## src/hdl/bvot_pkg.sv

```systemverilog
`timescale 1ns / 1ps

package bvot_pkg;

   localparam int COORD_BITS = 16;
   localparam int LANES      = 3;
   localparam int WORD_BITS  = LANES * COORD_BITS;
   localparam int DIFF_BITS  = COORD_BITS + 1;
   localparam int SUM_BITS   = COORD_BITS + 2;
   localparam int SQ_BITS    = 2 * COORD_BITS;
   localparam int BSQ_BITS   = 2 * COORD_BITS + 1;
   localparam int DSUM_BITS  = 2 * COORD_BITS + 2;

   typedef enum logic [1:0] {
      REQ_INTERSECT = 2'd0,
      REQ_POINT     = 2'd1,
      REQ_CONTAIN   = 2'd2,
      REQ_UNUSED    = 2'd3
   } req_code_type;

   typedef enum logic [3:0] {
      TEST_NONE,
      TEST_BOX_BOX,
      TEST_ROOT_BELOW,
      TEST_NEAR,
      TEST_PT_SPH,
      TEST_TWO_PT_SPH,
      TEST_PT_BOX,
      TEST_TWO_PT_BOX,
      TEST_SPH_IN_BOX
   } test_type;

   typedef struct packed {
      test_type                         test;
      logic [LANES-1:0][SUM_BITS-1:0]   ctr;
      logic [LANES-1:0][SUM_BITS-1:0]   ext;
      logic [LANES-1:0][DIFF_BITS-1:0]  e_hi;
      logic [LANES-1:0][DIFF_BITS-1:0]  e_lo;
      logic [COORD_BITS-1:0]            rb;
      logic                             pt0;
      logic                             pt1;
      logic [LANES-1:0][DIFF_BITS-1:0]  d0;
      logic [LANES-1:0][DIFF_BITS-1:0]  d1;
      logic [DIFF_BITS-1:0]             bound;
   } s1_type;

   typedef struct packed {
      test_type                       test;
      logic                           box_ok;
      logic [LANES-1:0][SQ_BITS-1:0]  sq0;
      logic [LANES-1:0][SQ_BITS-1:0]  sq1;
      logic [BSQ_BITS-1:0]            bsq;
      logic                           bound_pos;
   } s2_type;

   function automatic logic [DIFF_BITS-1:0] sx_d(input logic [COORD_BITS-1:0] v);
      return {v[COORD_BITS-1], v};
   endfunction

   function automatic logic [SUM_BITS-1:0] sx_s(input logic [COORD_BITS-1:0] v);
      return {{2{v[COORD_BITS-1]}}, v};
   endfunction

endpackage

```

## src/hdl/bvot_front.sv

```systemverilog
`timescale 1ns / 1ps

module bvot_front import bvot_pkg::*; (
   input  logic                 clock,
   input  logic                 reset,
   input  logic                 in_valid,
   input  logic [1:0]           req_type,
   input  logic                 a_is_sphere,
   input  logic [WORD_BITS-1:0] a_lo,
   input  logic [WORD_BITS-1:0] a_hi,
   input  logic                 b_is_sphere,
   input  logic [WORD_BITS-1:0] b_lo,
   input  logic [WORD_BITS-1:0] b_hi,
   output logic                 s1_valid,
   output s1_type               s1
);

   logic signed [COORD_BITS-1:0] alo [LANES];
   logic signed [COORD_BITS-1:0] ahi [LANES];
   logic signed [COORD_BITS-1:0] blo [LANES];
   logic signed [COORD_BITS-1:0] bhi [LANES];
   logic signed [COORD_BITS-1:0] c_ax [LANES];
   logic signed [COORD_BITS-1:0] mn_ax [LANES];
   logic signed [COORD_BITS-1:0] mx_ax [LANES];
   logic signed [COORD_BITS-1:0] q_ax [LANES];
   logic [DIFF_BITS-1:0]         dsb [LANES];
   logic signed [COORD_BITS-1:0] ra;
   logic signed [COORD_BITS-1:0] rb;
   logic                         sph_box;
   req_code_type                 code;

   s1_type s1_in;
   s1_type s1_ff;
   logic   s1_valid_in;
   logic   s1_valid_ff;

   // lane unpack and sphere to box clamp
   always_comb begin
      for (int i = 0; i < LANES; i++) begin
         alo[i]   = a_lo[i*COORD_BITS +: COORD_BITS];
         ahi[i]   = a_hi[i*COORD_BITS +: COORD_BITS];
         blo[i]   = b_lo[i*COORD_BITS +: COORD_BITS];
         bhi[i]   = b_hi[i*COORD_BITS +: COORD_BITS];
         c_ax[i]  = a_is_sphere ? alo[i] : blo[i];
         mn_ax[i] = a_is_sphere ? blo[i] : alo[i];
         mx_ax[i] = a_is_sphere ? bhi[i] : ahi[i];
         q_ax[i]  = (c_ax[i] < mx_ax[i]) ? c_ax[i] : mx_ax[i];
         if (q_ax[i] < mn_ax[i]) begin
            q_ax[i] = mn_ax[i];
         end
         dsb[i] = sx_d(q_ax[i]) - sx_d(c_ax[i]);
      end
      ra = ahi[0];
      rb = bhi[0];
   end

   assign code    = req_code_type'(req_type);
   assign sph_box = (code == REQ_INTERSECT) && (a_is_sphere != b_is_sphere);

   always_comb begin
      s1_in     = '0;
      s1_in.rb  = rb;
      s1_in.pt0 = 1'b1;
      s1_in.pt1 = 1'b1;
      for (int i = 0; i < LANES; i++) begin
         s1_in.ctr[i]  = (sx_s(alo[i]) + sx_s(ahi[i])) - (sx_s(blo[i]) + sx_s(bhi[i]));
         s1_in.ext[i]  = (sx_s(ahi[i]) - sx_s(alo[i])) + (sx_s(bhi[i]) - sx_s(blo[i]));
         s1_in.e_hi[i] = sx_d(ahi[i]) - sx_d(blo[i]);
         s1_in.e_lo[i] = sx_d(blo[i]) - sx_d(alo[i]);
         s1_in.d0[i]   = sph_box ? dsb[i] : (sx_d(alo[i]) - sx_d(blo[i]));
         s1_in.d1[i]   = sx_d(alo[i]) - sx_d(bhi[i]);
         if (blo[i] < alo[i] || blo[i] > ahi[i]) begin
            s1_in.pt0 = 1'b0;
         end
         if (bhi[i] < alo[i] || bhi[i] > ahi[i]) begin
            s1_in.pt1 = 1'b0;
         end
      end
      unique case (code)
         REQ_INTERSECT: begin
            if (!a_is_sphere && !b_is_sphere) begin
               s1_in.test = TEST_BOX_BOX;
            end else if (a_is_sphere && b_is_sphere) begin
               s1_in.test  = TEST_ROOT_BELOW;
               s1_in.bound = sx_d(ra) + sx_d(rb);
            end else begin
               s1_in.test  = TEST_NEAR;
               s1_in.bound = a_is_sphere ? sx_d(ra) : sx_d(rb);
            end
         end
         REQ_POINT: begin
            s1_in.test  = a_is_sphere ? TEST_PT_SPH : TEST_PT_BOX;
            s1_in.bound = sx_d(ra);
         end
         REQ_CONTAIN: begin
            if (!b_is_sphere) begin
               s1_in.test  = a_is_sphere ? TEST_TWO_PT_SPH : TEST_TWO_PT_BOX;
               s1_in.bound = sx_d(ra);
            end else if (a_is_sphere) begin
               s1_in.test  = TEST_ROOT_BELOW;
               s1_in.bound = sx_d(ra) - sx_d(rb);
            end else begin
               s1_in.test = TEST_SPH_IN_BOX;
            end
         end
         REQ_UNUSED: begin
            s1_in.test = TEST_NONE;
         end
      endcase
   end

   assign s1_valid_in = in_valid;

   always_ff @(posedge clock) begin
      if (reset) begin
         s1_valid_ff <= 1'b0;
      end else begin
         s1_valid_ff <= s1_valid_in;
      end
   end

   always_ff @(posedge clock) begin
      s1_ff <= s1_in;
   end

   assign s1_valid = s1_valid_ff;
   assign s1       = s1_ff;

endmodule

```

## config.mk

```make
export PLATFORM = sky130hd
export DESIGN_NAME = bvot_front
export DESIGN_NICKNAME = d
export VERILOG_FILES = /design/src/hdl/bvot_pkg.sv /design/src/hdl/bvot_front.sv
export SDC_FILE = /design/constraint.sdc
export NUM_CORES = 2
export LEC_CHECK = 0
export ABC_CLOCK_PERIOD_IN_PS = 15100
export BUFFER_PORTS_ARGS = -buffer_cell sky130_fd_sc_hd__buf_4
export CORE_MARGIN = 1.5
export CORE_UTILIZATION = 60
export DETAILED_ROUTE_END_ITERATION = 8
export MAX_ROUTING_LAYER = met4
export PLACE_DENSITY = 0.87
export SETUP_SLACK_MARGIN = 0.5
export SLEW_MARGIN = 20
export SYNTH_ARGS = -nofsm -noshare
export SYNTH_HDL_FRONTEND = slang
export SYNTH_SLANG_ARGS = --single-unit
```

## constraint.sdc

```tcl
create_clock -name clock -period 15.1 [get_ports clock]
set_input_delay 2.265 -clock clock [delete_from_list [all_inputs] [get_ports clock]]
set_output_delay 2.265 -clock clock [all_outputs]
set_load 0.1 [all_outputs]
```

* After elaboration in Yosys (flattened, before gate mapping) *
Cells that the tools add are included.

word-level totals
  logic and storage cells = 128
  output and inout bits = 352
  input bits = 199
  flip-flop bits (word level) = 352

cells by class
  equality and inequality tests = 4
  reduce and logical (&&, ||, !) cells = 14
  multiplexer cells = 33
  add/subtract/negate cells = 35
  order comparisons = 18

operators with widths
  cell                                           number
  subtractor 16 x 16 -> 17 bit                   22
  2-to-1 mux 16 bit                              15
  less-than comparator 16 bit                    12
  2-to-1 mux 17 bit                              8
  adder 16 x 16 -> 17 bit                        7
  greater-than comparator 16 bit                 6
  adder 17 x 17 -> 18 bit                        3
  subtractor 17 x 17 -> 18 bit                   3
  case mux 17 bit (3 select lines)               1
  case mux 4 bit (4 select lines)                1
  2-to-1 mux 4 bit                               2
  logical OR 1 bit                               6
  2-to-1 mux 2 bit                               3
  == test 2 bit, second input constant           2
  OR reduction 2 bit                             2
  logical AND 1 bit                              3
  2-to-1 mux 1 bit                               3
  == test 2 x 1 -> 1 bit, second input constant  1
  zero test 1 bit                                2
  zero test 2 bit                                1
  != test 1 bit                                  1

* Depth between registers and ports, before layout *
  depth after elaboration = 7
  mapped depth = 39
  gate-level depth less buffers = 32

* Worst setup path after synthesis *
No wires, ideal clock.

  path kind = input port to flip-flop
  start point = input port a_is_sphere
  end point = register s1_ff, in the netlist s1[84]
  stages on the path = 38
  data required time = 14978 ps
  arrival = 9430 ps
  slack = 5549 ps
  cell sequence = buf_2 > buf_2 > buf_2 > buf_1 > mux2i_1 > inv_1 > ha_1 > a21oi_1 > o221ai_1 > a21o_1 > a2111oi_4 > o22ai_2 > clkbuf_1 > clkbuf_1 > nand2_1 > o21ai_0 > inv_1 > ha_1 > [... 2 more ...] > a21o_1 > a21oi_1 > o211ai_1 > o41ai_1 > o21ai_4 > buf_6 > mux2i_1 > ha_1 > fa_1 > nor2b_1 > o21ai_0 > a21boi_0 > o211a_1 > o2111ai_1 > a31oi_1 > a41oi_1 > a31oi_1 > a21oi_1

RTL lines
  element               line               text
  start, declared       bvot_front.sv:8    input logic a_is_sphere,
  end signal, assigned  bvot_front.sv:123  s1_ff <= s1_in;
  end, declared         bvot_front.sv:33   s1_type s1_ff;

==> flow_summary.ini <==
[pwr]
pwr-share-clk_pct = 13.8
total_power_w = 0.00734
ir_worst_vdd_mv = 0.316
internal_power_w = 0.00318
pwr-share-seq_pct = 18.2
combPwrFrac_pct = 68.0
powerDensity_nw_per_um2 = 175
p_sw_w = 0.00416
sw_frac_of_total_pct = 56.6
power.leakage_nw = 20.6

[detailed_routing]
wl_per_cell_um = 22.0
drt_first_pass_iters = 6
ant_nets = 0
wl_um = 118000
drt_iter0_drc = 2708
vias = 32500
drc = 0
vias_per_cell = 6.04

[global_route]
grt_start_max_net_pins = 73
grt_pass1_wl_um = 179000
grt_pass1_vias = 32200
gr-total-overflow = 0
grt_antenna_before_repair = 7
grt_usage_pct = 39.2

[sta]
slew_violations = 0
setup_violations = 0
hold_viol_final = 0
fmax_mhz = 94.8
finalCritPeriodShare_pct = 69.8
tightestPinTransition_ns = 1.17
final.setup.tns_ns = 0
rsz0062_at_grt = no
whs_ns = 1.84
layout_setup_ws_ns = 4.56
period_needed_ns = 10.54
slew_headroom_pct = 22.2

[die]
dieWidth_um = 247
rows = 89
fp.dieH_um = 247
io-pin-count = 551
dieArea_um2 = 60900
fp.coreArea_um2 = 58900
start_util_pct = 60.5

[logic_synthesis]
synth_cells = 4046
synth_edf_count = 0
yosysSeqAreaShare_pct = 19.8
synth_xor_area_share_pct = 6.71
yosysUniqueCellTypes = 92
ys_seq_elements = 352
synthFlopType = dfxtp_1
synth_nets = 5020
syn-cell-area_um2 = 35600
synthAdderAreaFrac_pct = 31.7
yosysWarnings = 0
muxShareOfSynthArea_pct = 5.99
synth_area_per_cell_um2 = 8.81
async_flop_share_pct = 0
yosys.area_share.simple_pct = 12.7
synth_top_family_by_area = adder cells
synth-compound-area-share_pct = 17.2

[place]
gp_congestion = 1.01
port-buffer-count = 550
place_ws_ns = 4.10
dpl.hpwl_um = 97100

[cells_and_area]
final_layout_size_suffix_gt1_share_pct = 14.6
final_cell_mix = ha_1 (560), buf_4 (560), inv_1 (475)
nets = 5548
area_delta_synth_final_pct = 17.5
final_core_util_pct = 71.1

[critical_path]
crit_arrival_ns = 11.02
endpoint_kind = flop
critPathBufInv = 3
cpPeakStageDelay_ns = 0.92
worst-setup-path-type = input port to flop
crit_family = compound AO/OA/AOI/OAI gates
startpoint_type = input port
slowest_stage = o21a_1
crit_fanout = 71
worst_ep_required_time_ns = 15.58

[clocking]
cts_tree = done
numCtsBuffers = 41
clock_sinks = 352
postCtsHoldBufs = 0
postCtsSetupBuffers = 0
clock_path_buffers = 3
clockRootBuffer = clkbuf_16
clk_pin_slew_ns = 0.06
cts-resized-gates = 0
htreeDepth = 2

[hold_path]
hp-class = input port to flop

[flow_run]
drv_cap = 0

[run_status]
status = completed
==> flip-flops by register name (all words and copies together), names as in the netlist <==
signal and flops:
s1_valid 1, s1 351
==> through the flow <==
step	instance area [um^2]	std cells
detailed placement	40500	5304
global placement	40500	5304
global route	41900	5381
finish	41900	5381
floorplan	35600	4046
CTS	41800	5374
==> cells in the mapped netlist (all sizes together), types with 28 or more instances <==
| cell type | n | share of area [%] |
|---|---|---|
| a21boi | 31 | 0.65 |
| a21o | 66 | 1.4 |
| a21oi | 249 | 3.5 |
| buf | 31 | 0.46 |
| clkbuf | 45 | 0.48 |
| dfxtp | 352 | 20 |
| fa | 215 | 12 |
| ha | 560 | 20 |
| inv | 475 | 5.0 |
| mux2i | 204 | 5.7 |
| nand2 | 224 | 2.4 |
| nand2b | 59 | 1.0 |
| nand3 | 60 | 0.84 |
| nand4 | 28 | 0.49 |
| nor2 | 268 | 2.8 |
| nor2b | 74 | 1.3 |
| nor3 | 102 | 1.4 |
| o21a | 47 | 0.99 |
| o21ai | 244 | 3.5 |
| o21bai | 45 | 0.95 |
| xnor2 | 211 | 5.2 |
| xor2 | 62 | 1.5 |
==> power groups by stage <==
stage | sequential [W] | clock (W) | combinational, W
3_5_place_dp | 0.00135 | 0 | 0.00491
4_1_cts | 0.00134 | 0.00102 | 0.00495
5_1_grt | 0.00136 | 0.00106 | 0.00525
6_report | 0.00134 | 0.00101 | 0.00499
2_1_floorplan | 0.00336 | 0 | 0.00177
3_3_place_gp | 0.00135 | 0 | 0.00485
==> per-layer routing <==
metal	wire [um]	part of all wire, %	track usage (%)	vias to the layer above
met5	0	0	-	-
met4	7190	6.1	20.3	0
met3	8740	7.4	5.80	394
met2	56100	47	64.3	1548
met1	46200	39	46.7	15500
li1	-	-	-	15100
==> cell type report <==
cell class | count | area (um^2)
Tap cell | 773 | 967
Sequential cell | 352 | 7050
Clock buffer | 52 | 1150
Multi-Input combinational cell | 3143 | 26500
Timing Repair Buffer | 561 | 4220
Fill cell | 4486 | 17000
Inverter | 475 | 1780
Antenna cell | 7 | 17.5
Clock inverter | 18 | 199
==> path summary, 6_finish.rpt <==
check / from / end / slack (ns) / cells after the start
setup / recovery: a_is_sphere / s1[117] / 4.56 / 31
hold / removal: reset / s1_valid / 1.84 / 2
==> cell families after synthesis <==
logic type,Yosys count
mux,212
xor+xnor,273
simple gates,940
compound gates,943
buf+inv,551
fa+ha+maj,775
flops,352
(Power assumes the default switching activity.)
