==> src/hdl/bvot_pkg.sv <==
`timescale 1ns / 1ps

package bvot_pkg;

   localparam int COORD_BITS = 16;
   localparam int LANES      = 3;
   localparam int WORD_BITS  = LANES * COORD_BITS;
   localparam int DIFF_BITS  = COORD_BITS + 1;
   localparam int SUM_BITS   = COORD_BITS + 2;
   localparam int SQ_BITS    = 2 * COORD_BITS;
   localparam int BSQ_BITS   = 2 * COORD_BITS + 1;
   localparam int DSUM_BITS  = 2 * COORD_BITS + 2;

   typedef enum logic [1:0] {
      REQ_INTERSECT = 2'd0,
      REQ_POINT     = 2'd1,
      REQ_CONTAIN   = 2'd2,
      REQ_UNUSED    = 2'd3
   } req_code_type;

   typedef enum logic [3:0] {
      TEST_NONE,
      TEST_BOX_BOX,
      TEST_ROOT_BELOW,
      TEST_NEAR,
      TEST_PT_SPH,
      TEST_TWO_PT_SPH,
      TEST_PT_BOX,
      TEST_TWO_PT_BOX,
      TEST_SPH_IN_BOX
   } test_type;

   typedef struct packed {
      test_type                         test;
      logic [LANES-1:0][SUM_BITS-1:0]   ctr;
      logic [LANES-1:0][SUM_BITS-1:0]   ext;
      logic [LANES-1:0][DIFF_BITS-1:0]  e_hi;
      logic [LANES-1:0][DIFF_BITS-1:0]  e_lo;
      logic [COORD_BITS-1:0]            rb;
      logic                             pt0;
      logic                             pt1;
      logic [LANES-1:0][DIFF_BITS-1:0]  d0;
      logic [LANES-1:0][DIFF_BITS-1:0]  d1;
      logic [DIFF_BITS-1:0]             bound;
   } s1_type;

   typedef struct packed {
      test_type                       test;
      logic                           box_ok;
      logic [LANES-1:0][SQ_BITS-1:0]  sq0;
      logic [LANES-1:0][SQ_BITS-1:0]  sq1;
      logic [BSQ_BITS-1:0]            bsq;
      logic                           bound_pos;
   } s2_type;

   function automatic logic [DIFF_BITS-1:0] sx_d(input logic [COORD_BITS-1:0] v);
      return {v[COORD_BITS-1], v};
   endfunction

   function automatic logic [SUM_BITS-1:0] sx_s(input logic [COORD_BITS-1:0] v);
      return {{2{v[COORD_BITS-1]}}, v};
   endfunction

endpackage

==> src/hdl/bvot_resolve.sv <==
`timescale 1ns / 1ps

module bvot_resolve import bvot_pkg::*; (
   input  logic   clock,
   input  logic   reset,
   input  logic   s2_valid,
   input  s2_type s2,
   output logic   rsp_strobe,
   output logic   rsp_hit
);

   logic [DSUM_BITS-1:0] s0;
   logic [DSUM_BITS-1:0] s1;
   logic [DSUM_BITS-1:0] b2;
   logic                 lt0;
   logic                 le0;
   logic                 le1;

   logic rsp_strobe_in;
   logic rsp_strobe_ff;
   logic rsp_hit_in;
   logic rsp_hit_ff;

   assign s0  = DSUM_BITS'(s2.sq0[0]) + DSUM_BITS'(s2.sq0[1]) + DSUM_BITS'(s2.sq0[2]);
   assign s1  = DSUM_BITS'(s2.sq1[0]) + DSUM_BITS'(s2.sq1[1]) + DSUM_BITS'(s2.sq1[2]);
   assign b2  = DSUM_BITS'(s2.bsq);
   assign lt0 = s0 < b2;
   assign le0 = s0 <= b2;
   assign le1 = s1 <= b2;

   always_comb begin
      unique case (s2.test)
         TEST_ROOT_BELOW: rsp_hit_in = lt0 && s2.bound_pos;
         TEST_NEAR:       rsp_hit_in = lt0;
         TEST_PT_SPH:     rsp_hit_in = le0;
         TEST_TWO_PT_SPH: rsp_hit_in = le0 && le1;
         TEST_BOX_BOX,
         TEST_PT_BOX,
         TEST_TWO_PT_BOX,
         TEST_SPH_IN_BOX: rsp_hit_in = s2.box_ok;
         default:         rsp_hit_in = 1'b0;
      endcase
   end

   assign rsp_strobe_in = s2_valid;

   always_ff @(posedge clock) begin
      if (reset) begin
         rsp_strobe_ff <= 1'b0;
      end else begin
         rsp_strobe_ff <= rsp_strobe_in;
      end
   end

   always_ff @(posedge clock) begin
      rsp_hit_ff <= rsp_hit_in;
   end

   assign rsp_strobe = rsp_strobe_ff;
   assign rsp_hit    = rsp_hit_ff;

endmodule

==> config.mk <==
export PLATFORM = sky130hd
export DESIGN_NAME = bvot_resolve
export DESIGN_NICKNAME = d
export VERILOG_FILES = /design/src/hdl/bvot_pkg.sv /design/src/hdl/bvot_resolve.sv
export SDC_FILE = /design/constraint.sdc
export NUM_CORES = 1
export LEC_CHECK = 0
export BUFFER_PORTS_ARGS = -buffer_cell sky130_fd_sc_hd__buf_2
export CAP_MARGIN = 20
export CORE_MARGIN = 1
export CORE_UTILIZATION = 52
export CTS_CLUSTER_SIZE = 28
export DETAILED_ROUTE_END_ITERATION = 10
export PLACE_DENSITY_LB_ADDON = 0.25
export SLEW_MARGIN = 10
export SYNTH_ARGS = -nofsm -noshare
export SYNTH_HDL_FRONTEND = slang
export SYNTH_SLANG_ARGS = --single-unit
==> constraint.sdc <==
create_clock -name clock -period 5.78 [get_ports clock]
set_input_delay 0.578 -clock clock [delete_from_list [all_inputs] [get_ports clock]]
set_output_delay 0.578 -clock clock [all_outputs]
set_load 0.05 [all_outputs]
# Yosys cells after proc, flatten, opt, wreduce, memory -nomap -nowiden
# Cells that the tools add are included.
word_totals:
  regBits: 2
  in_bits: 234
  out_inout_bits: 2
  wordCells: 21
classes:
  addsub: 4
  n_lt_le_gt_ge: 3
  eq_ne: 8
  muxes: 1
  reduce_logical: 3
op_table:
  columns: ["operator", "count"]
  rows:
  - ["33-bit by 32-bit adder with 34-bit output", 2]
  - ["34-bit by 33-bit less-or-equal comparator with 1-bit output", 2]
  - ["32-bit by 32-bit adder with 33-bit output", 2]
  - ["34-bit by 33-bit less-than comparator with 1-bit output", 1]
  - ["4-bit by 3-bit equality test with 1-bit output (second input constant)", 4]
  - ["4-bit by 2-bit equality test with 1-bit output (second input constant)", 2]
  - ["1-bit one-hot mux with 5 select lines", 1]
  - ["4-bit by 1-bit equality test with 1-bit output (second input constant)", 1]
  - ["4-bit equality test (second input constant)", 1]
  - ["4-bit OR reduction", 1]
  - ["1-bit logical AND", 2]

# Logic depth before layout (Yosys ltp)
# Gate-level depths: netlist of run 1.
depth:
  ltp_word: 5
  mapped_depth: 23

# Worst setup path after synthesis of run 1
# Ideal clock, no wire load.
synth_path:
  path_type: "input to register"
  start: "in s2[131] (netlist bit)"
  end: "reg rsp_hit_ff (netlist: rsp_hit)"
  setup_ns: 0.072
  t_arrival_ns: 4.821
  required_ns: 5.708
  path_slack_ns: 0.887
  stages: 22
  n_path_buf: 0
  path_cell_list: "fa_1 ha_1 inv_1 fa_1 nor2b_1 o21ai_1 a21boi_1 o311ai_1 o31ai_1 a31oi_1 o21bai_1 xor2_1 ha_1 a21o_1 a211o_1 a21oi_1 o2111ai_1 a211oi_1 nor2_1 a2111oi_0 o2bb2ai_1 a2bb2oi_1"
synth_via:
  elab_chain_cells: 5
synth_lines:
  columns: ["item", "line", "source"]
  rows:
  - ["start: declaration", "bvot_resolve.sv:7", "input s2_type s2,"]
  - ["32-bit by 32-bit adder with 33-bit output *", "bvot_resolve.sv:24", "assign s0 = DSUM_BITS'(s2.sq0[0]) + DSUM_BITS'(s2.sq0[1]) + DSUM_BITS'(s2.sq0[2]);"]
  - ["33-bit by 32-bit adder with 34-bit output *", "bvot_resolve.sv:24", null]
  - ["34-bit by 33-bit less-or-equal comparator with 1-bit output / 34-bit by 33-bit less-than comparator with 1-bit output (equally long branches)", "bvot_resolve.sv:28, bvot_resolve.sv:27", null]
  - ["1-bit logical AND, on equally long branches", "bvot_resolve.sv:36, bvot_resolve.sv:33", null]
  - ["1-bit one-hot mux with 5 select lines *", "bvot_resolve.sv:32", "unique case (s2.test)"]
  - ["net rsp_hit_in", "bvot_resolve.sv:21", "logic rsp_hit_in;"]
  - ["end signal: assignment", "bvot_resolve.sv:56", "rsp_hit_ff <= rsp_hit_in;"]
  - ["end: declaration", "bvot_resolve.sv:22", "logic rsp_hit_ff;"]
# Mark *: on every way through the listed nets, which the timed path passes. The rest lies on a longest branch.
# A chain may end at the register's enable or synchronous reset.

# Worst setup path after layout of run 1
# Ends and elaborated chain as after synthesis.

==> flow_summary.yaml, run 1 <==
timing:
  rsz0062_at_grt: "false"
  max_freq_ghz: 0.1867
  fin_crit_ps: 5358
  finalSetupViolCount: 0
  worst-slew-pin-transition_ps: 529.3
  slew_viol_final: 0
  slew_headroom_pct: 64.62
  finalCritPeriodShare_pct: 92.69
  setup_tns_ps: 0
  hold_viol: 0
  hold_slack_ps: 518.7
cts:
  h-tree-depth: 1
  postCtsHoldBufs: 0
  cts_tree: "built"
  clk_transition_reported_paths_ps: 30
  clock-sinks: 2
  cts_buffer_depth: 2
  post-cts-setup-buffers: 0
  cts_root_buf: "clkbuf_16"
  cts_resized: 0
  numCtsBuffers: 3
floorplanning:
  die_area_um2: 12240
  ios: 236
  die_w_um: 110.6
  start_util_pct: 53.51
  row_count: 39
  fp.dieH_um: 110.6
  core_um2: 11470
critical_path:
  path_max_fanout: 4
  path_class: "in2reg"
  required_ps: 5930
  endpoint_kind: "flip-flop"
  cp-endpoint: "rsp_hit$_DFF_P_"
  crit_chain: "buf_2 -> fa_1 -> ha_1 -> inv_1 -> fa_1 -> nor2b_1 -> o21ai_1 -> a21boi_1 -> o311ai_2 -> o31ai_2 -> a31oi_1 -> o21bai_1 -> xor2_1 -> ha_1 -> a21o_1 -> a211o_1 -> a21oi_1 -> o2111ai_1 -> a211oi_1 -> nor2_1 -> a2111oi_1 -> o2bb2ai_1 -> a2bb2oi_1"
  cp-startpoint: "s2[131]"
  critPathMaxStageDelay_ps: 550
  slowest_stage: "fa_1"
  critPathLaunchType: "input port"
  worst_ep_arrival_time_ps: 5500
routing:
  wl_met3_um: 831
  drc_errors: 0
  via_per_inst: 5.694
  ant_nets: 0
  avgRoutedWirePerCell_um: 13.78
  firstDrtPassIters: 5
  vias: 6263
  top_layer: "met4"
  wl_met1_mm: 6.565
  wl_met2_mm: 7.603
  drtIter0Drc: 227
  routed_wl_mm: 15.16
cells_and_area:
  final_nets: 1387
  diodes: 0
  drive_gt1_share_pct: 26.85
  nFillCells: 1022
  syn2layout_area_growth_pct: 23.55
  fin_util_pct: 66.11
global_route:
  grt_pass1_vias: 6150
  grt_usage_pct: 24.74
  grt_pass1_wl_mm: 25.92
  grt_max_degree: 9
  grt.overflow.total: 0
  antenna_found_initial: 0
power:
  p_int_w: 0.0008054
  leakage_nw: 3.975
  switching_share_pct: 51.33
  combPwrFrac_pct: 92.7
  clockPowerShare_pct: 6.3
  sequentialPowerShare_pct: 1.0
  vdd_drop_max_mv: 0.2815
  p_per_area_nw_per_um2: 218.3
  switchingPower_w: 0.0008494
synth:
  synth_top_area_share_pct: 26.10
  syn_nets: 1150
  syn_area_per_cell_um2: 8.498
  synth_seq_area_share_pct: 0.6525
  synthTopCellsByCount: "ha_1 (128), a21oi_1 (70), fa_1 (66)"
  synth-edff-count: 0
  ys_top_cells_by_area: "ha_1 (26%), fa_1 (22%), a21o_1 (6.7%)"
  synth.most_common_cell: "ha_1"
  synth.ff_latch_count: 2
  synth-async-reset-ratio_pct: 0
  synth_cells: 722
  syn-cell-area_um2: 6136
  yosysTopAreaCell: "ha_1"
  ys.flop_type: "dfxtp_1"
  yosysWarnings: 0
  ys_types: 62
place:
  dp_hpwl_mm: 13.81
  io_buffers: 235
  place.gp.congestion: 0.9204
hold_path:
  hold_class: "in2reg"
  hold_path_depth: 2
flow_run:
  cap_viol_max_count: 0
status:
  status: "complete, no violations"
-- cells by family after synthesis --
group,Yosys count,synth area share (%)
buffers and inverters,68,4.282
xor gates and xnor gates,44,6.281
adders and majority gates,194,47.63
AOI/OAI and AO/OA,252,28.06
DFF,2,0.6526
and+or+nand+nor,162,13.09
-- worst min path at each step --
stage / from / end / slack (ps)
final: reset / rsp_strobe$_SDFF_PP0_ / 520
after global routing: reset / rsp_strobe$_SDFF_PP0_ / 530
after CTS: reset / rsp_strobe$_SDFF_PP0_ / 520
after detailed placement: reset / rsp_strobe$_SDFF_PP0_ / 750
after global placement: reset / rsp_strobe$_SDFF_PP0_ / 750
after floorplan: reset / rsp_strobe$_SDFF_PP0_ / 650
-- state kept, by name (all words and copies together), names as in the netlist --
register,flops
rsp_hit,1
rsp_strobe,1
-- power groups by stage --
| stage | registers [W] | clock network (W) | logic [W] |
|---|---|---|---|
| after floorplan | 0.0000242 | 0 | 0.00113 |
| after global routing | 0.0000172 | 0.000106 | 0.00174 |
| after detailed placement | 0.0000171 | 0 | 0.00151 |
| after global placement | 0.0000172 | 0 | 0.00149 |
| after CTS | 0.0000170 | 0.000104 | 0.00153 |
| final | 0.0000170 | 0.000105 | 0.00153 |
-- per-stage QoR --
| stage | std cells | worst slack [ps] | instance area [um2] | power [W] |
|---|---|---|---|---|
| 6_report | 1100 | 422.4 | 7581 | 0.001655 |
| 5_1_grt | 1100 | 27.34 | 7581 | 0.001867 |
| 4_1_cts | 1100 | 313.8 | 7551 | 0.001648 |
| 3_5_place_dp | 1097 | 138.4 | 7476 | 0.001529 |
| 3_3_place_gp | 1097 | 285.7 | 7476 | 0.001503 |
| 2_1_floorplan | 722 | 887.5 | 6136 | 0.001155 |
-- critical path, delay by kind of cell --
family,cells,cell delay (ps)
xor+xnor,1,170
compound gates,14,2950
simple gates,2,240
fa+ha+maj,4,1390
buf+inv,2,170
-- routing by layer --
layer | vias to the layer above | GRT usage, %
met1 | 2883 | 31.71
met2 | 205 | 46.00
met5 | - | 0
li1 | 3162 | -
met4 | 0 | 3.200
met3 | 13 | 1.976
-- cell usage in the layout (no fill, tap or decap), types with 3 or more instances in the layout --
cell       netlist  final
a21boi_0         4      4
a211oi_1        11     11
xnor2_1         31     31
nand3_1         18     18
ha_1           128    128
nor2_1          48     48
o21a_1          11     11
o21ai_0         31     31
inv_1           64     64
fa_1            66     66
a21o_1          55     55
a21oi_1         70     70
xor2_1          13     13
o31ai_2          2      3
buf_2            0    235
nand2_1         26     26
a31oi_1          9      9
o21ai_1          7      7
nor3_1          13     13
nor4_1           6      5
nor2b_1          7      7
o21bai_1         9      9
and3_1           3      3
or3_1            4      4
o31ai_1          4      3
clkbuf_16        0      3
o211ai_1         4      4
nand2b_1         8      8
nand4_1         20     20
a211o_1          3      3
o311ai_1         4      3
-- cell type report --
cell class              count  area [um2]  share of cell area [%]
clock buffers               3       75.07                  0.9903
inverters                  64       240.2                   3.169
flip-flops and latches      2       40.04                  0.5281
repair buffers            236        1184                   15.61
well taps                 143       178.9                   2.360
multi-input cells         652        5863                   77.34
No activity file was read; power rests on OpenSTA's default activity.
==> inputs of run 2 (changes only) <==
--- a/config.mk
+++ b/config.mk
@@ -7,6 +7,7 @@
 export LEC_CHECK = 0
 export BUFFER_PORTS_ARGS = -buffer_cell sky130_fd_sc_hd__buf_2
 export CAP_MARGIN = 20
+export CORE_ASPECT_RATIO = 2
 export CORE_MARGIN = 1
 export CORE_UTILIZATION = 52
 export CTS_CLUSTER_SIZE = 28
==> run 2 against run 1 <==
Fmax grew 1.8%. Via count grew 1.8%. Total power grew 1.6%. Cell area shrank 0.13%. First-iteration DRC count shrank 15%. Sequential power is essentially flat. Sequential cell count is the same. Core utilization grew 0.17 points. Cell count is essentially flat. Critical endpoint unchanged. Largest power group unchanged.
==> flow_summary.yaml, run 2 (same netlist as run 1, synthesis figures left out) <==
status:
  status: "complete, no violations"
routing:
  routed_wl_mm: 16.74
  vias: 6374
  firstDrtPassIters: 4
  via_per_inst: 5.800
  avgRoutedWirePerCell_um: 15.23
  drtIter0Drc: 194
  ant_nets: 0
  drc_errors: 0
power:
  clockPowerShare_pct: 6.2
  switching_share_pct: 51.91
  combPwrFrac_pct: 92.8
  p_per_area_nw_per_um2: 222.0
  vdd_drop_max_mv: 0.2157
  p_int_w: 0.0008081
  leakage_nw: 3.962
  sequentialPowerShare_pct: 1.0
  switchingPower_w: 0.0008725
critical_path:
  path_delay_family: "compound AO/OA/AOI/OAI gates"
  path_buf_inv: 2
  cp-endpoint: "rsp_hit$_DFF_P_"
  path_class: "in2reg"
  path_max_fanout: 4
  crit_chain: "buf_2 -> fa_1 -> ha_1 -> inv_1 -> fa_1 -> nor2b_1 -> o21ai_1 -> a21boi_1 -> o311ai_2 -> o311ai_1 -> a21oi_1 -> o21ai_1 -> or4_1 -> nand4_1 -> ha_1 -> nand4_1 -> nor4_2 -> o211ai_1 -> o2111ai_1 -> o21ai_0 -> nor2_1 -> a2111oi_1 -> o2bb2ai_1 -> a2bb2oi_1"
  cp.depth: 24
  slowest_stage: "fa_1"
  critPathLaunchType: "input port"
  cp-startpoint: "s2[131]"
  critPathMaxStageDelay_ps: 550
  worst_ep_arrival_time_ps: 5360
  endpoint_kind: "flip-flop"
  required_ps: 5880
timing:
  fin_crit_ps: 5262
  slew_headroom_pct: 61.59
  worst-slew-pin-transition_ps: 574.7
  finalCritPeriodShare_pct: 91.04
  fin_ws_ps: 517.7
  finalSetupViolCount: 0
  slew_viol_final: 0
  max_freq_ghz: 0.1900
  hold_viol: 0
  setup_tns_ps: 0
cts:
  postCtsHoldBufs: 0
  post-cts-setup-buffers: 0
  cts_root_buf: "clkbuf_16"
  numCtsBuffers: 3
  h-tree-depth: 1
  cts_buffer_depth: 2
  clk_transition_reported_paths_ps: 30
  clock-sinks: 2
  cts_tree: "built"
cells_and_area:
  mostFrequentLayoutCell: "buf_2"
  drive_gt1_share_pct: 26.85
  diodes: 0
  final_cell_mix: "buf_2 (235), ha_1 (128), a21oi_1 (70)"
  syn2layout_area_growth_pct: 23.39
  final_nets: 1387
floorplanning:
  start_util_pct: 53.71
  die_w_um: 78.81
  core_um2: 11420
  row_count: 55
  fp.dieH_um: 155.6
  ios: 236
  die_area_um2: 12260
place:
  place.gp.congestion: 0.8858
  dp_hpwl_mm: 15.36
  post-place-ws_ps: 239.5
  io_buffers: 235
global_route:
  antenna_found_initial: 0
  grt_pass1_wl_mm: 27.05
  grt.overflow.total: 0
  grt_usage_pct: 27.09
  grt_pass1_vias: 6532
  grt_max_degree: 9
flow_run:
  cap_viol_max_count: 0
hold_path:
  hold_class: "in2reg"
[run 2: cell count changes in the layout (fill, tap and decap cells not counted)]
cell	change
nor4_2	+1
nor4_4	-1
[run 2: power by group through the flow]
stage | logic, W | registers [W] | clock network [W]
after floorplan | 0.00113 | 0.0000242 | 0
after global placement | 0.00151 | 0.0000174 | 0
after detailed placement | 0.00154 | 0.0000171 | 0
after CTS | 0.00155 | 0.0000169 | 0.000108
after global routing | 0.00176 | 0.0000169 | 0.000110
final | 0.00156 | 0.0000168 | 0.000105
[run 2: cell type report]
class	count	area, um2
Clock buffer	3	75.07
Fill cell	1043	3852
Inverter	64	240.2
Multi-Input combinational cell	652	5854
Sequential cell	2	40.04
Tap cell	142	177.7
Timing Repair Buffer	236	1184
[run 2: through the flow]
stage / area, um2 / utilization [%] / cells / hold WS (ps) / total power, W
after floorplan: 6136 / - / 722 / 649.6 / 0.001155
after global placement: 7475 / 65.43 / 1096 / 736.6 / 0.001527
after detailed placement: 7475 / 65.43 / 1096 / 746.4 / 0.001557
after CTS: 7550 / 66.09 / 1099 / 513.3 / 0.001676
after global routing: 7571 / 66.28 / 1099 / 515.3 / 0.001884
final: 7571 / 66.28 / 1099 / 517.2 / 0.001681
[run 2: routing by layer]
layer	wire length, um	GRT usage (%)	up-vias
li1	-	-	3156
met1	5572	25.36	3004
met2	10150	58.96	176
met3	586	1.988	38
met4	439	7.100	0
met5	0	0	-
[run 2: how the worst min path moves through the flow]
stage | depth (start not counted) | slack (ps) | startpoint | endpoint
floorplan | 1 | 650 | reset | rsp_strobe$_SDFF_PP0_
global placement | 2 | 740 | reset | rsp_strobe$_SDFF_PP0_
detailed placement | 2 | 750 | reset | rsp_strobe$_SDFF_PP0_
CTS | 2 | 510 | reset | rsp_strobe$_SDFF_PP0_
global route | 2 | 520 | reset | rsp_strobe$_SDFF_PP0_
finish | 2 | 520 | reset | rsp_strobe$_SDFF_PP0_
[run 2: what timing repair did]
| action | 4_1_cts | 5_1_grt |
|---|---|---|
| endpoints found under the setup margin | 0 | 1 |
| gates resized for setup | 0 | 5 |
| hold endpoints to repair | 0 | 0 |
